## src/hdl/ipbm_pkg.sv

```systemverilog
`default_nettype none

package ipbm_pkg;

   // Field and counter widths
   localparam int IDLE_WIDTH  = 24;
   localparam int LIGHT_BITS  = 12;
   localparam int TIMEOUT_W   = 24;
   localparam int INTERVAL_W  = 16;
   localparam int LEVEL_W     = 8;
   localparam int PRESS_W     = 16;
   localparam int ELAPSED_W   = 8;
   localparam int CSR_INDEX_W = 3;
   localparam int CSR_DATA_W  = 24;

   // Compare widths cover both operands
   localparam int CMP_W       = (IDLE_WIDTH > TIMEOUT_W) ? IDLE_WIDTH : TIMEOUT_W;
   localparam int LIGHT_CMP_W = (LIGHT_BITS > 12) ? LIGHT_BITS : 12;

   // Light mapping: clamp to LIGHT_LO..LIGHT_HI, scale by 255/3900 = 17/260
   localparam int LIGHT_LO    = 100;
   localparam int LIGHT_HI    = 4000;
   localparam int FULL_LEVEL  = 255;
   localparam int OFFSET_W    = 12;
   localparam int SCALED_W    = 17;
   localparam int LIGHT_NUM   = 17;
   localparam int LIGHT_DEN   = 260;
   localparam int LEVEL_DEN   = 255;
   localparam int RECIP_SHIFT = 24;
   localparam int RECIP_W     = 17;
   localparam int RECIP_LIGHT = (1 << RECIP_SHIFT) / LIGHT_DEN;
   localparam int RECIP_LEVEL = (1 << RECIP_SHIFT) / LEVEL_DEN;
   localparam int QUOT_W      = 9;
   localparam int SPAN_PROD_W = 2 * LEVEL_W;
   localparam int PROD1_W     = SCALED_W + RECIP_W;
   localparam int PROD2_W     = SPAN_PROD_W + RECIP_W;

   // Reset values of the configuration registers
   localparam int RST_IDLE_TIMEOUT  = 30000;
   localparam int RST_SLEEP_TIMEOUT = 300000;
   localparam int RST_CPU_DOWN      = 30000;
   localparam int RST_SLEEP_DELAY   = 120000;
   localparam int RST_INTERVAL      = 1000;
   localparam int RST_AUTO_MIN      = 10;
   localparam int RST_AUTO_MAX      = 255;

   typedef logic [IDLE_WIDTH-1:0]  idle_type;
   typedef logic [IDLE_WIDTH:0]    idle_sum_type;
   typedef logic [INTERVAL_W-1:0]  adjust_type;
   typedef logic [INTERVAL_W:0]    adjust_sum_type;
   typedef logic [TIMEOUT_W-1:0]   timeout_type;
   typedef logic [CMP_W-1:0]       cmp_type;
   typedef logic [LIGHT_CMP_W-1:0] light_cmp_type;
   typedef logic [OFFSET_W-1:0]    offset_type;
   typedef logic [SCALED_W-1:0]    scaled_type;
   typedef logic [PROD1_W-1:0]     prod1_type;
   typedef logic [PROD2_W-1:0]     prod2_type;
   typedef logic [SPAN_PROD_W-1:0] span_prod_type;
   typedef logic [QUOT_W-1:0]      quot_type;
   typedef logic [LEVEL_W-1:0]     level_type;
   typedef logic [PRESS_W-1:0]     press_type;

   typedef enum logic [1:0] {
      PWR_ACTIVE = 2'd0,
      PWR_IDLE   = 2'd1,
      PWR_SLEEP  = 2'd2
   } power_state_type;

   typedef enum logic [1:0] {
      BL_MANUAL = 2'd0,
      BL_AUTO   = 2'd1,
      BL_OFF    = 2'd2
   } bl_mode_type;

   typedef enum logic [1:0] {
      CPU_HIGH     = 2'd0,
      CPU_BALANCED = 2'd1,
      CPU_LOW      = 2'd2
   } cpu_mode_type;

   typedef enum logic [CSR_INDEX_W-1:0] {
      CSR_IDLE_TIMEOUT  = 3'd0,
      CSR_SLEEP_TIMEOUT = 3'd1,
      CSR_CPU_DOWN      = 3'd2,
      CSR_SLEEP_DELAY   = 3'd3,
      CSR_INTERVAL      = 3'd4,
      CSR_AUTO_MIN      = 3'd5,
      CSR_AUTO_MAX      = 3'd6
   } csr_index_type;

   typedef enum logic [2:0] {
      ST_IDLE   = 3'd0,
      ST_CLAMP  = 3'd1,
      ST_RECIP1 = 3'd2,
      ST_NORM   = 3'd3,
      ST_SCALE  = 3'd4,
      ST_RECIP2 = 3'd5,
      ST_LEVEL  = 3'd6,
      ST_COMMIT = 3'd7
   } ctrl_state_type;

   typedef struct packed {
      logic [ELAPSED_W-1:0]  elapsed_ms;
      logic                  touch_activity;
      logic                  button_press;
      logic [LIGHT_BITS-1:0] light_sample;
   } req_word_type;

   typedef struct packed {
      logic [LEVEL_W-1:0] backlight_level;
      logic [1:0]         backlight_mode_out;
      logic [1:0]         power_state_out;
      logic [1:0]         cpu_mode_out;
      logic [PRESS_W-1:0] press_total;
   } rsp_word_type;

   typedef struct packed {
      logic capture;
      logic clamp;
      logic recip1;
      logic norm;
      logic scale;
      logic recip2;
      logic level;
      logic commit;
   } dp_cmd_type;

   typedef struct packed {
      logic out_busy;
   } dp_status_type;

endpackage

`default_nettype wire

```

## src/hdl/ipbm_ctrl.sv

```systemverilog
`default_nettype none

module ipbm_ctrl (
   input  wire logic                   clock,
   input  wire logic                   reset,
   input  wire logic                   req_valid,
   output logic                        req_stall,
   input  wire ipbm_pkg::dp_status_type status,
   output ipbm_pkg::dp_cmd_type        cmd
);

   ipbm_pkg::ctrl_state_type state_ff;
   ipbm_pkg::ctrl_state_type state_in;

   always_ff @(posedge clock) begin
      if (reset) begin
         state_ff <= ipbm_pkg::ST_IDLE;
      end else begin
         state_ff <= state_in;
      end
   end

   always_comb begin
      state_in = state_ff;
      case (state_ff)
         ipbm_pkg::ST_IDLE: begin
            if (req_valid) state_in = ipbm_pkg::ST_CLAMP;
         end
         ipbm_pkg::ST_CLAMP:  state_in = ipbm_pkg::ST_RECIP1;
         ipbm_pkg::ST_RECIP1: state_in = ipbm_pkg::ST_NORM;
         ipbm_pkg::ST_NORM:   state_in = ipbm_pkg::ST_SCALE;
         ipbm_pkg::ST_SCALE:  state_in = ipbm_pkg::ST_RECIP2;
         ipbm_pkg::ST_RECIP2: state_in = ipbm_pkg::ST_LEVEL;
         ipbm_pkg::ST_LEVEL:  state_in = ipbm_pkg::ST_COMMIT;
         ipbm_pkg::ST_COMMIT: begin
            if (!status.out_busy) state_in = ipbm_pkg::ST_IDLE;
         end
         default: state_in = ipbm_pkg::ST_IDLE;
      endcase
   end

   always_comb begin
      cmd       = '0;
      req_stall = (state_ff != ipbm_pkg::ST_IDLE);
      case (state_ff)
         ipbm_pkg::ST_IDLE:   cmd.capture = req_valid;
         ipbm_pkg::ST_CLAMP:  cmd.clamp   = 1'b1;
         ipbm_pkg::ST_RECIP1: cmd.recip1  = 1'b1;
         ipbm_pkg::ST_NORM:   cmd.norm    = 1'b1;
         ipbm_pkg::ST_SCALE:  cmd.scale   = 1'b1;
         ipbm_pkg::ST_RECIP2: cmd.recip2  = 1'b1;
         ipbm_pkg::ST_LEVEL:  cmd.level   = 1'b1;
         ipbm_pkg::ST_COMMIT: cmd.commit  = !status.out_busy;
         default: cmd = '0;
      endcase
   end

endmodule

`default_nettype wire

```

## src/hdl/ipbm_datapath.sv

```systemverilog
`default_nettype none

module ipbm_datapath (
   input  wire logic                                 clock,
   input  wire logic                                 reset,
   input  wire ipbm_pkg::dp_cmd_type                 cmd,
   output ipbm_pkg::dp_status_type                   status,
   input  wire ipbm_pkg::req_word_type               req_word,
   input  wire logic                                 csr_valid,
   input  wire logic [ipbm_pkg::CSR_INDEX_W-1:0]     csr_index,
   input  wire logic [ipbm_pkg::CSR_DATA_W-1:0]      csr_data,
   output logic                                      rsp_valid,
   input  wire logic                                 rsp_stall,
   output ipbm_pkg::rsp_word_type                    rsp_word
);

   // Configuration registers
   ipbm_pkg::timeout_type idle_timeout_ff, sleep_timeout_ff, cpu_down_ff, sleep_delay_ff;
   ipbm_pkg::adjust_type  interval_ff;
   ipbm_pkg::level_type   auto_min_ff, auto_max_ff;

   always_ff @(posedge clock) begin
      if (reset) begin
         idle_timeout_ff  <= ipbm_pkg::timeout_type'(ipbm_pkg::RST_IDLE_TIMEOUT);
         sleep_timeout_ff <= ipbm_pkg::timeout_type'(ipbm_pkg::RST_SLEEP_TIMEOUT);
         cpu_down_ff      <= ipbm_pkg::timeout_type'(ipbm_pkg::RST_CPU_DOWN);
         sleep_delay_ff   <= ipbm_pkg::timeout_type'(ipbm_pkg::RST_SLEEP_DELAY);
         interval_ff      <= ipbm_pkg::adjust_type'(ipbm_pkg::RST_INTERVAL);
         auto_min_ff      <= ipbm_pkg::level_type'(ipbm_pkg::RST_AUTO_MIN);
         auto_max_ff      <= ipbm_pkg::level_type'(ipbm_pkg::RST_AUTO_MAX);
      end else if (csr_valid) begin
         case (csr_index)
            ipbm_pkg::CSR_IDLE_TIMEOUT:  idle_timeout_ff  <= csr_data;
            ipbm_pkg::CSR_SLEEP_TIMEOUT: sleep_timeout_ff <= csr_data;
            ipbm_pkg::CSR_CPU_DOWN:      cpu_down_ff      <= csr_data;
            ipbm_pkg::CSR_SLEEP_DELAY:   sleep_delay_ff   <= csr_data;
            ipbm_pkg::CSR_INTERVAL:      interval_ff      <= csr_data[ipbm_pkg::INTERVAL_W-1:0];
            ipbm_pkg::CSR_AUTO_MIN:      auto_min_ff      <= csr_data[ipbm_pkg::LEVEL_W-1:0];
            ipbm_pkg::CSR_AUTO_MAX:      auto_max_ff      <= csr_data[ipbm_pkg::LEVEL_W-1:0];
            default: ;
         endcase
      end
   end

   // Captured word and mapping pipeline registers
   ipbm_pkg::req_word_type  word_ff;
   ipbm_pkg::idle_type      idle_pre_ff;
   ipbm_pkg::adjust_type    adjust_pre_ff;
   ipbm_pkg::scaled_type    scaled_ff;
   ipbm_pkg::prod1_type     prod1_ff;
   ipbm_pkg::level_type     norm_ff;
   ipbm_pkg::span_prod_type span_prod_ff;
   ipbm_pkg::prod2_type     prod2_ff;
   ipbm_pkg::level_type     map_level_ff;

   // Architectural state
   ipbm_pkg::idle_type        idle_count_ff, idle_count_in;
   ipbm_pkg::adjust_type      adjust_count_ff, adjust_count_in;
   ipbm_pkg::power_state_type power_state_ff, power_state_in;
   ipbm_pkg::cpu_mode_type    cpu_mode_ff, cpu_mode_in;
   ipbm_pkg::bl_mode_type     bl_mode_ff, bl_mode_in;
   ipbm_pkg::level_type       level_now_ff, level_now_in;
   ipbm_pkg::level_type       manual_level_ff, manual_level_in;
   ipbm_pkg::press_type       press_count_ff, press_count_in;

   logic                  rsp_valid_ff;
   ipbm_pkg::rsp_word_type rsp_word_ff, rsp_word_in;

   // Counter advance and light clamp
   ipbm_pkg::idle_sum_type   idle_sum;
   ipbm_pkg::adjust_sum_type adjust_sum;
   ipbm_pkg::light_cmp_type  light_ext, light_clamped;
   ipbm_pkg::offset_type     light_offset;

   always_comb begin
      idle_sum   = ipbm_pkg::idle_sum_type'(idle_count_ff) +
                   ipbm_pkg::idle_sum_type'(word_ff.elapsed_ms);
      adjust_sum = ipbm_pkg::adjust_sum_type'(adjust_count_ff) +
                   ipbm_pkg::adjust_sum_type'(word_ff.elapsed_ms);
      light_ext  = ipbm_pkg::light_cmp_type'(word_ff.light_sample);
      if (light_ext < ipbm_pkg::light_cmp_type'(ipbm_pkg::LIGHT_LO)) begin
         light_clamped = ipbm_pkg::light_cmp_type'(ipbm_pkg::LIGHT_LO);
      end else if (light_ext > ipbm_pkg::light_cmp_type'(ipbm_pkg::LIGHT_HI)) begin
         light_clamped = ipbm_pkg::light_cmp_type'(ipbm_pkg::LIGHT_HI);
      end else begin
         light_clamped = light_ext;
      end
      light_offset = ipbm_pkg::offset_type'(light_clamped -
                     ipbm_pkg::light_cmp_type'(ipbm_pkg::LIGHT_LO));
   end

   // Divide by 260 and 255 through reciprocal products with one correction step
   ipbm_pkg::quot_type   norm_q0, span_q0;
   ipbm_pkg::scaled_type norm_rem;
   ipbm_pkg::span_prod_type span_rem;
   ipbm_pkg::quot_type   norm_q, span_q;
   logic                 span_neg;
   ipbm_pkg::level_type  span_mag;

   always_comb begin
      norm_q0  = prod1_ff[ipbm_pkg::RECIP_SHIFT +: ipbm_pkg::QUOT_W];
      norm_rem = scaled_ff - ipbm_pkg::scaled_type'(norm_q0) *
                 ipbm_pkg::scaled_type'(ipbm_pkg::LIGHT_DEN);
      norm_q   = (norm_rem >= ipbm_pkg::scaled_type'(ipbm_pkg::LIGHT_DEN)) ?
                 norm_q0 + ipbm_pkg::quot_type'(1) : norm_q0;
      span_neg = (auto_max_ff < auto_min_ff);
      span_mag = span_neg ? auto_min_ff - auto_max_ff : auto_max_ff - auto_min_ff;
      span_q0  = prod2_ff[ipbm_pkg::RECIP_SHIFT +: ipbm_pkg::QUOT_W];
      span_rem = span_prod_ff - ipbm_pkg::span_prod_type'(span_q0) *
                 ipbm_pkg::span_prod_type'(ipbm_pkg::LEVEL_DEN);
      span_q   = (span_rem >= ipbm_pkg::span_prod_type'(ipbm_pkg::LEVEL_DEN)) ?
                 span_q0 + ipbm_pkg::quot_type'(1) : span_q0;
   end

   always_ff @(posedge clock) begin
      if (cmd.capture) word_ff <= req_word;
      if (cmd.clamp) begin
         idle_pre_ff   <= word_ff.touch_activity ? '0 :
                          (idle_sum[ipbm_pkg::IDLE_WIDTH] ? '1 :
                           idle_sum[ipbm_pkg::IDLE_WIDTH-1:0]);
         adjust_pre_ff <= adjust_sum[ipbm_pkg::INTERVAL_W] ? '1 :
                          adjust_sum[ipbm_pkg::INTERVAL_W-1:0];
         scaled_ff     <= ipbm_pkg::scaled_type'(light_offset) *
                          ipbm_pkg::scaled_type'(ipbm_pkg::LIGHT_NUM);
      end
      if (cmd.recip1) begin
         prod1_ff <= ipbm_pkg::prod1_type'(scaled_ff) *
                     ipbm_pkg::prod1_type'(ipbm_pkg::RECIP_LIGHT);
      end
      if (cmd.norm) norm_ff <= norm_q[ipbm_pkg::LEVEL_W-1:0];
      if (cmd.scale) begin
         span_prod_ff <= ipbm_pkg::span_prod_type'(norm_ff) *
                         ipbm_pkg::span_prod_type'(span_mag);
      end
      if (cmd.recip2) begin
         prod2_ff <= ipbm_pkg::prod2_type'(span_prod_ff) *
                     ipbm_pkg::prod2_type'(ipbm_pkg::RECIP_LEVEL);
      end
      if (cmd.level) begin
         map_level_ff <= span_neg ? auto_min_ff - span_q[ipbm_pkg::LEVEL_W-1:0] :
                                    auto_min_ff + span_q[ipbm_pkg::LEVEL_W-1:0];
      end
   end

   // Threshold compares; a press clears the idle time first
   ipbm_pkg::cmp_type idle_ext;
   logic reach_idle_pre, reach_idle, reach_sleep, reach_delay, reach_cpu, adjust_due;

   always_comb begin
      idle_ext       = ipbm_pkg::cmp_type'(idle_pre_ff);
      reach_idle_pre = idle_ext >= ipbm_pkg::cmp_type'(idle_timeout_ff);
      if (word_ff.button_press) begin
         reach_idle  = (idle_timeout_ff == '0);
         reach_sleep = (sleep_timeout_ff == '0);
         reach_delay = (sleep_delay_ff == '0);
         reach_cpu   = (cpu_down_ff == '0);
      end else begin
         reach_idle  = reach_idle_pre;
         reach_sleep = idle_ext >= ipbm_pkg::cmp_type'(sleep_timeout_ff);
         reach_delay = idle_ext >= ipbm_pkg::cmp_type'(sleep_delay_ff);
         reach_cpu   = idle_ext >= ipbm_pkg::cmp_type'(cpu_down_ff);
      end
      adjust_due = (adjust_pre_ff >= interval_ff);
   end

   always_comb begin
      idle_count_in   = idle_pre_ff;
      adjust_count_in = adjust_pre_ff;
      power_state_in  = power_state_ff;
      cpu_mode_in     = cpu_mode_ff;
      bl_mode_in      = bl_mode_ff;
      level_now_in    = level_now_ff;
      manual_level_in = manual_level_ff;
      press_count_in  = press_count_ff;
      if (power_state_ff == ipbm_pkg::PWR_SLEEP) begin
         // Only a press acts: count it and wake, mode untouched
         if (word_ff.button_press) begin
            press_count_in = press_count_ff + ipbm_pkg::press_type'(1);
            power_state_in = ipbm_pkg::PWR_ACTIVE;
            cpu_mode_in    = ipbm_pkg::CPU_HIGH;
            idle_count_in  = '0;
            if (bl_mode_ff == ipbm_pkg::BL_MANUAL) level_now_in = manual_level_ff;
         end
      end else begin
         if (word_ff.button_press) begin
            press_count_in = press_count_ff + ipbm_pkg::press_type'(1);
            case (bl_mode_ff)
               ipbm_pkg::BL_MANUAL: begin
                  bl_mode_in = ipbm_pkg::BL_AUTO;
                  if (reach_idle_pre) level_now_in = map_level_ff;
               end
               ipbm_pkg::BL_AUTO: begin
                  bl_mode_in   = ipbm_pkg::BL_OFF;
                  level_now_in = '0;
               end
               default: begin
                  bl_mode_in      = ipbm_pkg::BL_MANUAL;
                  manual_level_in = ipbm_pkg::level_type'(ipbm_pkg::FULL_LEVEL);
                  level_now_in    = ipbm_pkg::level_type'(ipbm_pkg::FULL_LEVEL);
               end
            endcase
            idle_count_in = '0;
         end
         if (bl_mode_in == ipbm_pkg::BL_AUTO && adjust_due) begin
            adjust_count_in = '0;
            if (reach_idle) level_now_in = map_level_ff;
         end
         if (reach_sleep) begin
            power_state_in = ipbm_pkg::PWR_SLEEP;
            level_now_in   = '0;
         end else if (reach_delay && bl_mode_in == ipbm_pkg::BL_OFF) begin
            power_state_in = ipbm_pkg::PWR_SLEEP;
            level_now_in   = '0;
         end else if (reach_cpu && bl_mode_in == ipbm_pkg::BL_OFF) begin
            cpu_mode_in = ipbm_pkg::CPU_BALANCED;
         end else if (reach_idle && power_state_ff == ipbm_pkg::PWR_ACTIVE) begin
            power_state_in = ipbm_pkg::PWR_IDLE;
         end else if (!reach_idle && power_state_ff == ipbm_pkg::PWR_IDLE) begin
            power_state_in = ipbm_pkg::PWR_ACTIVE;
         end
      end
      rsp_word_in.backlight_level    = level_now_in;
      rsp_word_in.backlight_mode_out = bl_mode_in;
      rsp_word_in.power_state_out    = power_state_in;
      rsp_word_in.cpu_mode_out       = cpu_mode_in;
      rsp_word_in.press_total        = press_count_in;
   end

   always_ff @(posedge clock) begin
      if (reset) begin
         idle_count_ff   <= '0;
         adjust_count_ff <= '0;
         power_state_ff  <= ipbm_pkg::PWR_ACTIVE;
         cpu_mode_ff     <= ipbm_pkg::CPU_HIGH;
         bl_mode_ff      <= ipbm_pkg::BL_MANUAL;
         level_now_ff    <= ipbm_pkg::level_type'(ipbm_pkg::FULL_LEVEL);
         manual_level_ff <= ipbm_pkg::level_type'(ipbm_pkg::FULL_LEVEL);
         press_count_ff  <= '0;
      end else if (cmd.commit) begin
         idle_count_ff   <= idle_count_in;
         adjust_count_ff <= adjust_count_in;
         power_state_ff  <= power_state_in;
         cpu_mode_ff     <= cpu_mode_in;
         bl_mode_ff      <= bl_mode_in;
         level_now_ff    <= level_now_in;
         manual_level_ff <= manual_level_in;
         press_count_ff  <= press_count_in;
      end
   end

   // Output word register
   always_ff @(posedge clock) begin
      if (reset) begin
         rsp_valid_ff <= 1'b0;
      end else if (cmd.commit) begin
         rsp_valid_ff <= 1'b1;
      end else if (!rsp_stall) begin
         rsp_valid_ff <= 1'b0;
      end
      if (cmd.commit) rsp_word_ff <= rsp_word_in;
   end

   assign status.out_busy = rsp_valid_ff & rsp_stall;
   assign rsp_valid       = rsp_valid_ff;
   assign rsp_word        = rsp_word_ff;

endmodule

`default_nettype wire

```

## src/hdl/idle_power_and_backlight_manager_core.sv

```systemverilog
// Idle power and backlight manager.
// Request channel (req_valid / req_stall / req_word): one word per time tick with
// the elapsed milliseconds, touch and button flags and a light-sensor sample.
// Response channel (rsp_valid / rsp_stall / rsp_word): one word per request with
// the backlight level and mode, power state, CPU mode and press count.
// Register port (csr_valid / csr_ready / csr_index / csr_data): csr_ready is
// always high; write only while no request is in flight.
// The sequencer walks the light-to-level mapping (clamp, two reciprocal
// multiplies with correction, level offset) and the state update through one
// shared datapath, one word at a time: no new request is taken until the last
// one is committed.
// A held response does not block intake: the next request is taken and mapped,
// and its update waits in the final step until the output register frees up.
// Reset (synchronous, active high) returns the registers to their defaults, the
// state to active, CPU high, manual mode at full level, counters at zero.
`default_nettype none

module idle_power_and_backlight_manager_core (
   input  wire logic                             clock,
   input  wire logic                             reset,
   input  wire logic                             req_valid,
   output logic                                  req_stall,
   input  wire ipbm_pkg::req_word_type           req_word,
   output logic                                  rsp_valid,
   input  wire logic                             rsp_stall,
   output ipbm_pkg::rsp_word_type                rsp_word,
   input  wire logic                             csr_valid,
   output logic                                  csr_ready,
   input  wire logic [ipbm_pkg::CSR_INDEX_W-1:0] csr_index,
   input  wire logic [ipbm_pkg::CSR_DATA_W-1:0]  csr_data
);

   ipbm_pkg::dp_cmd_type    cmd;
   ipbm_pkg::dp_status_type status;

   // Registers accept every write
   assign csr_ready = 1'b1;

   // Sequencer: one word at a time through the mapping steps
   ipbm_ctrl u_ctrl (
      .clock     (clock),
      .reset     (reset),
      .req_valid (req_valid),
      .req_stall (req_stall),
      .status    (status),
      .cmd       (cmd)
   );

   // Registers, mapping arithmetic, state and output word
   ipbm_datapath u_datapath (
      .clock     (clock),
      .reset     (reset),
      .cmd       (cmd),
      .status    (status),
      .req_word  (req_word),
      .csr_valid (csr_valid & csr_ready),
      .csr_index (csr_index),
      .csr_data  (csr_data),
      .rsp_valid (rsp_valid),
      .rsp_stall (rsp_stall),
      .rsp_word  (rsp_word)
   );

endmodule

`default_nettype wire

```

## config.mk

```make
export PLATFORM = sky130hd
export DESIGN_NAME = idle_power_and_backlight_manager_core
export DESIGN_NICKNAME = d
export VERILOG_FILES = /design/src/hdl/ipbm_pkg.sv /design/src/hdl/ipbm_ctrl.sv /design/src/hdl/ipbm_datapath.sv /design/src/hdl/idle_power_and_backlight_manager_core.sv
export SDC_FILE = /design/constraint.sdc
export NUM_CORES = 1
export LEC_CHECK = 0
export ABC_AREA = 0
export BUFFER_PORTS_ARGS = -buffer_cell sky130_fd_sc_hd__buf_4
export CORE_MARGIN = 2
export CORE_UTILIZATION = 65
export CTS_BUF_LIST = sky130_fd_sc_hd__clkbuf_4 sky130_fd_sc_hd__clkbuf_8
export DETAILED_ROUTE_END_ITERATION = 6
export GPL_ROUTABILITY_DRIVEN = 0
export PLACE_DENSITY = 0.83
export SYNTH_ARGS = -nofsm -noshare
export SYNTH_HDL_FRONTEND = slang
export SYNTH_SLANG_ARGS = --single-unit
```

## constraint.sdc

```tcl
create_clock -name clock -period 11.8 [get_ports clock]
set_clock_uncertainty 0.1 [all_clocks]
set_input_delay 1.18 -clock clock [delete_from_list [all_inputs] [get_ports clock]]
set_output_delay 1.18 -clock clock [all_outputs]
set_load 0.01 [all_outputs]
```

==> out/summary.txt <==
Final min period = 7851 ps
Synth Area in Simple Gates = 0.1426
Final net count = 3869
Via count of the first global-routing pass = 23770
CTS tree = done
RSZ-0062 raised after global routing = false
Clk pin slew, worst setup/hold paths = 60 ps
Synthesized-area fraction occupied by adder cells = 0.2953
Gr usage total = 0.3017
PortBufs = 85
Ys async rst share = 0
Worst slew pin tran = 1118 ps
Clock root cell = clkbuf_8
Clk sink count = 361
Flops & latches, synth = 361
TritonCTS Buffers = 59
Synth Area in Compound Gates = 0.1330
Syn Inst Count = 3153
Total gr overflow = 0
Drt drc = 1
Largest net degree at the start of global routing = 115
Post-synthesis sequential area ratio = 0.3045
Crit Path Max Fanout = 14
Antenna cells = 0
Max-cap viol count = 0
R2R setup slack = 3950 ps
Post-CTS Resized = 0
Top cell by count, worst path = inv_1
Commonest non-fill, non-tap cells in the layout = 486 x inv_1, 418 x ha_1, 359 x nand2_1, 243 x a21oi_1, 202 x dfxtp_1
Setup violations, final = 0
XOR/XNOR share of the synthesized area = 0.04657
Pre-antenna DRT Iters = 7
Initial antenna violation count = 2
Post-synthesis area per instance = 9.186 um^2
Via count = 23090
Mapped Nets = 3791
Starting DRT DRC Count = 1818
Routed WL = 69580 um
Clk_lat worst skew = 680 ps
Final antenna-violating net count = 0
Largest stage delay, worst path = 700 ps
Status = finished with violations
Post-CTS setup buffers = 0
EDFF count, synth = 159
Final non-filler cell total = 3873
Clock Tree Buf Depth = 3
First-pass GRT wire length = 114300 um
# hold bufs at CTS = 0
Die X-Extent = 215.1 um
Cell Rows = 77
Final setup TNS = 0 ps
Worst setup path start = u_datapath.prod2_ff[24]$_DFFE_PP_
CP required = 12090 ps
Max Slew Vio Count = 0
Fmax = 127.4 MHz
Post-synthesis instance area = 0.02896 mm^2
Die area = 0.04626 mm^2
Share of cells above drive strength 1 = 0.07010
Top Ports = 87
Commonest non-fill, non-tap cell in the layout = inv_1
Failing checks = design-rule violations
Rel. slew slack = 0.2524
Mux contribution to synthesized area = 0.003888
Crit Path Class = flip-flop to flip-flop
Initial core utilization = 0.6564
Chip height = 215.1 um
Yosys cell types = 82
Dpl cells = 3762
Ys Warns = 0
Launch point of the worst reg-to-reg path = u_datapath.prod2_ff[24]$_DFFE_PP_
Worst Setup End Kind = flip-flop
Dpl hpwl = 53860 um
Wire length per cell = 17.97 um
Worst min path class = flip-flop to flip-flop
Main combinational cell family by area after synthesis = adder cells
Startpoint Class = flip-flop
Fill count = 3244
H-tree levels = 2
Period utilization = 0.6653
Via density = 5.963
Top FF cell, synth = dfxtp_1
CP max stage cell = a2111oi_1
Syn-to-layout area delta = 8.368%
Min-delay src = u_datapath.cpu_mode_ff[1]$_SDFFE_PP0P_
Fin. Hold Viols = 0
CP arrival = 8140 ps
Core ar. = 0.04412 mm^2
==> logic make-up (layout without fill, tap and decap cells) <==
family                     Yosys count  count (layout)
adders and majority gates          584             584
and+or+nand+nor                    876             876
other                                1               1
buffers and inverters              568             696
AOI/OAI and AO/OA                  598             598
xor gates and xnor gates           154             154
muxes                               11              11
DFF                                361             361
==> cells in the mapped netlist (14+ instances only) <==
master      n  share of area
a211o_1    33          0.010
a21o_1     72          0.019
a21oi_1   243          0.042
a22oi_1    18         0.0047
a31oi_1    14         0.0030
and2_1     33         0.0071
and3_1     22         0.0048
clkbuf_1   70         0.0091
dfxtp_1   202           0.14
edfxtp_1  159           0.16
fa_1      166           0.11
ha_1      418           0.18
inv_1     486          0.063
nand2_1   359          0.047
nand2b_1   45         0.0097
nand3_1    73          0.013
nand3b_1   17         0.0044
nand4_1    28         0.0060
nor2_1    148          0.019
nor2b_1    43         0.0093
nor3_1     47         0.0081
nor4_1     25         0.0054
o21ai_0    82          0.014
xnor2_1    99          0.030
xor2_1     55          0.017
==> through the flow <==
stage	setup slack (ps)	hold slack [ps]	cell area, um^2	utilization
floorplan	4878	322.5	28960	-
global placement	4503	335.7	30150	0.6833
detailed placement	4129	334.3	30150	0.6833
CTS	4107	347.1	31390	0.7113
global route	3526	370.0	31390	0.7113
finish	3949	346.2	31390	0.7113
==> state kept, by name, indices dropped and copies added, names as in the netlist, 9 cells and up <==
signal                       cells
u_datapath.adjust_pre_ff        16
u_datapath.sleep_delay_ff       24
u_datapath.rsp_word             30
u_datapath.span_prod_ff         16
u_datapath.sleep_timeout_ff     24
u_datapath.prod2_ff              9
u_datapath.word_ff              10
u_datapath.prod1_ff              9
u_datapath.idle_timeout_ff      24
u_datapath.interval_ff          16
u_datapath.idle_ext             24
u_datapath.light_ext            12
u_datapath.press_count_ff       16
u_datapath.idle_count_ff        24
u_datapath.cpu_down_ff          24
u_datapath.scaled_ff            17
u_datapath.adjust_count_ff      16
==> critical path: cells and delay by family (launching register included) <==
family / cells / cell delay, ps
AND/OR/NAND/NOR: 8 / 1560
AO/OA/AOI/OAI: 7 / 1730
buffers and inverters: 5 / 450
adder cells (fa/ha/maj): 6 / 2810
flip-flops: 1 / 670
XOR/XNOR: 2 / 280
==> worst paths after layout <==
check             depth (start not counted)                                endpoint
setup / recovery                         28    u_datapath.map_level_ff[7]$_DFFE_PP_
setup reg to reg                         28    u_datapath.map_level_ff[7]$_DFFE_PP_
hold / removal                            2  u_datapath.cpu_mode_ff[1]$_SDFFE_PP0P_
hold reg to reg                           2  u_datapath.cpu_mode_ff[1]$_SDFFE_PP0P_
==> final cells by class <==
type | instances | area, um^2 | share of cell area
multi-input cells | 2224 | 18030 | 0.5744
inverters | 489 | 1836 | 0.05848
clock inverters | 23 | 158.9 | 0.005063
flip-flops and latches | 361 | 8818 | 0.2810
well taps | 592 | 740.7 | 0.02360
repair buffers | 96 | 724.4 | 0.02308
clock buffers | 88 | 1080 | 0.03440
==> layer usage <==
layer	up-vias	wire, um	part of all wire	track usage
met5	-	26	0.00037	0
met4	4	3207	0.046	0.1501
met3	234	4565	0.066	0.04487
met2	894	33910	0.49	0.5230
met1	11100	27870	0.40	0.3679
li1	10860	-	-	-
Power is not shown: default switching activity piles up to over one toggle a cycle in this logic, so the estimate is an artifact.
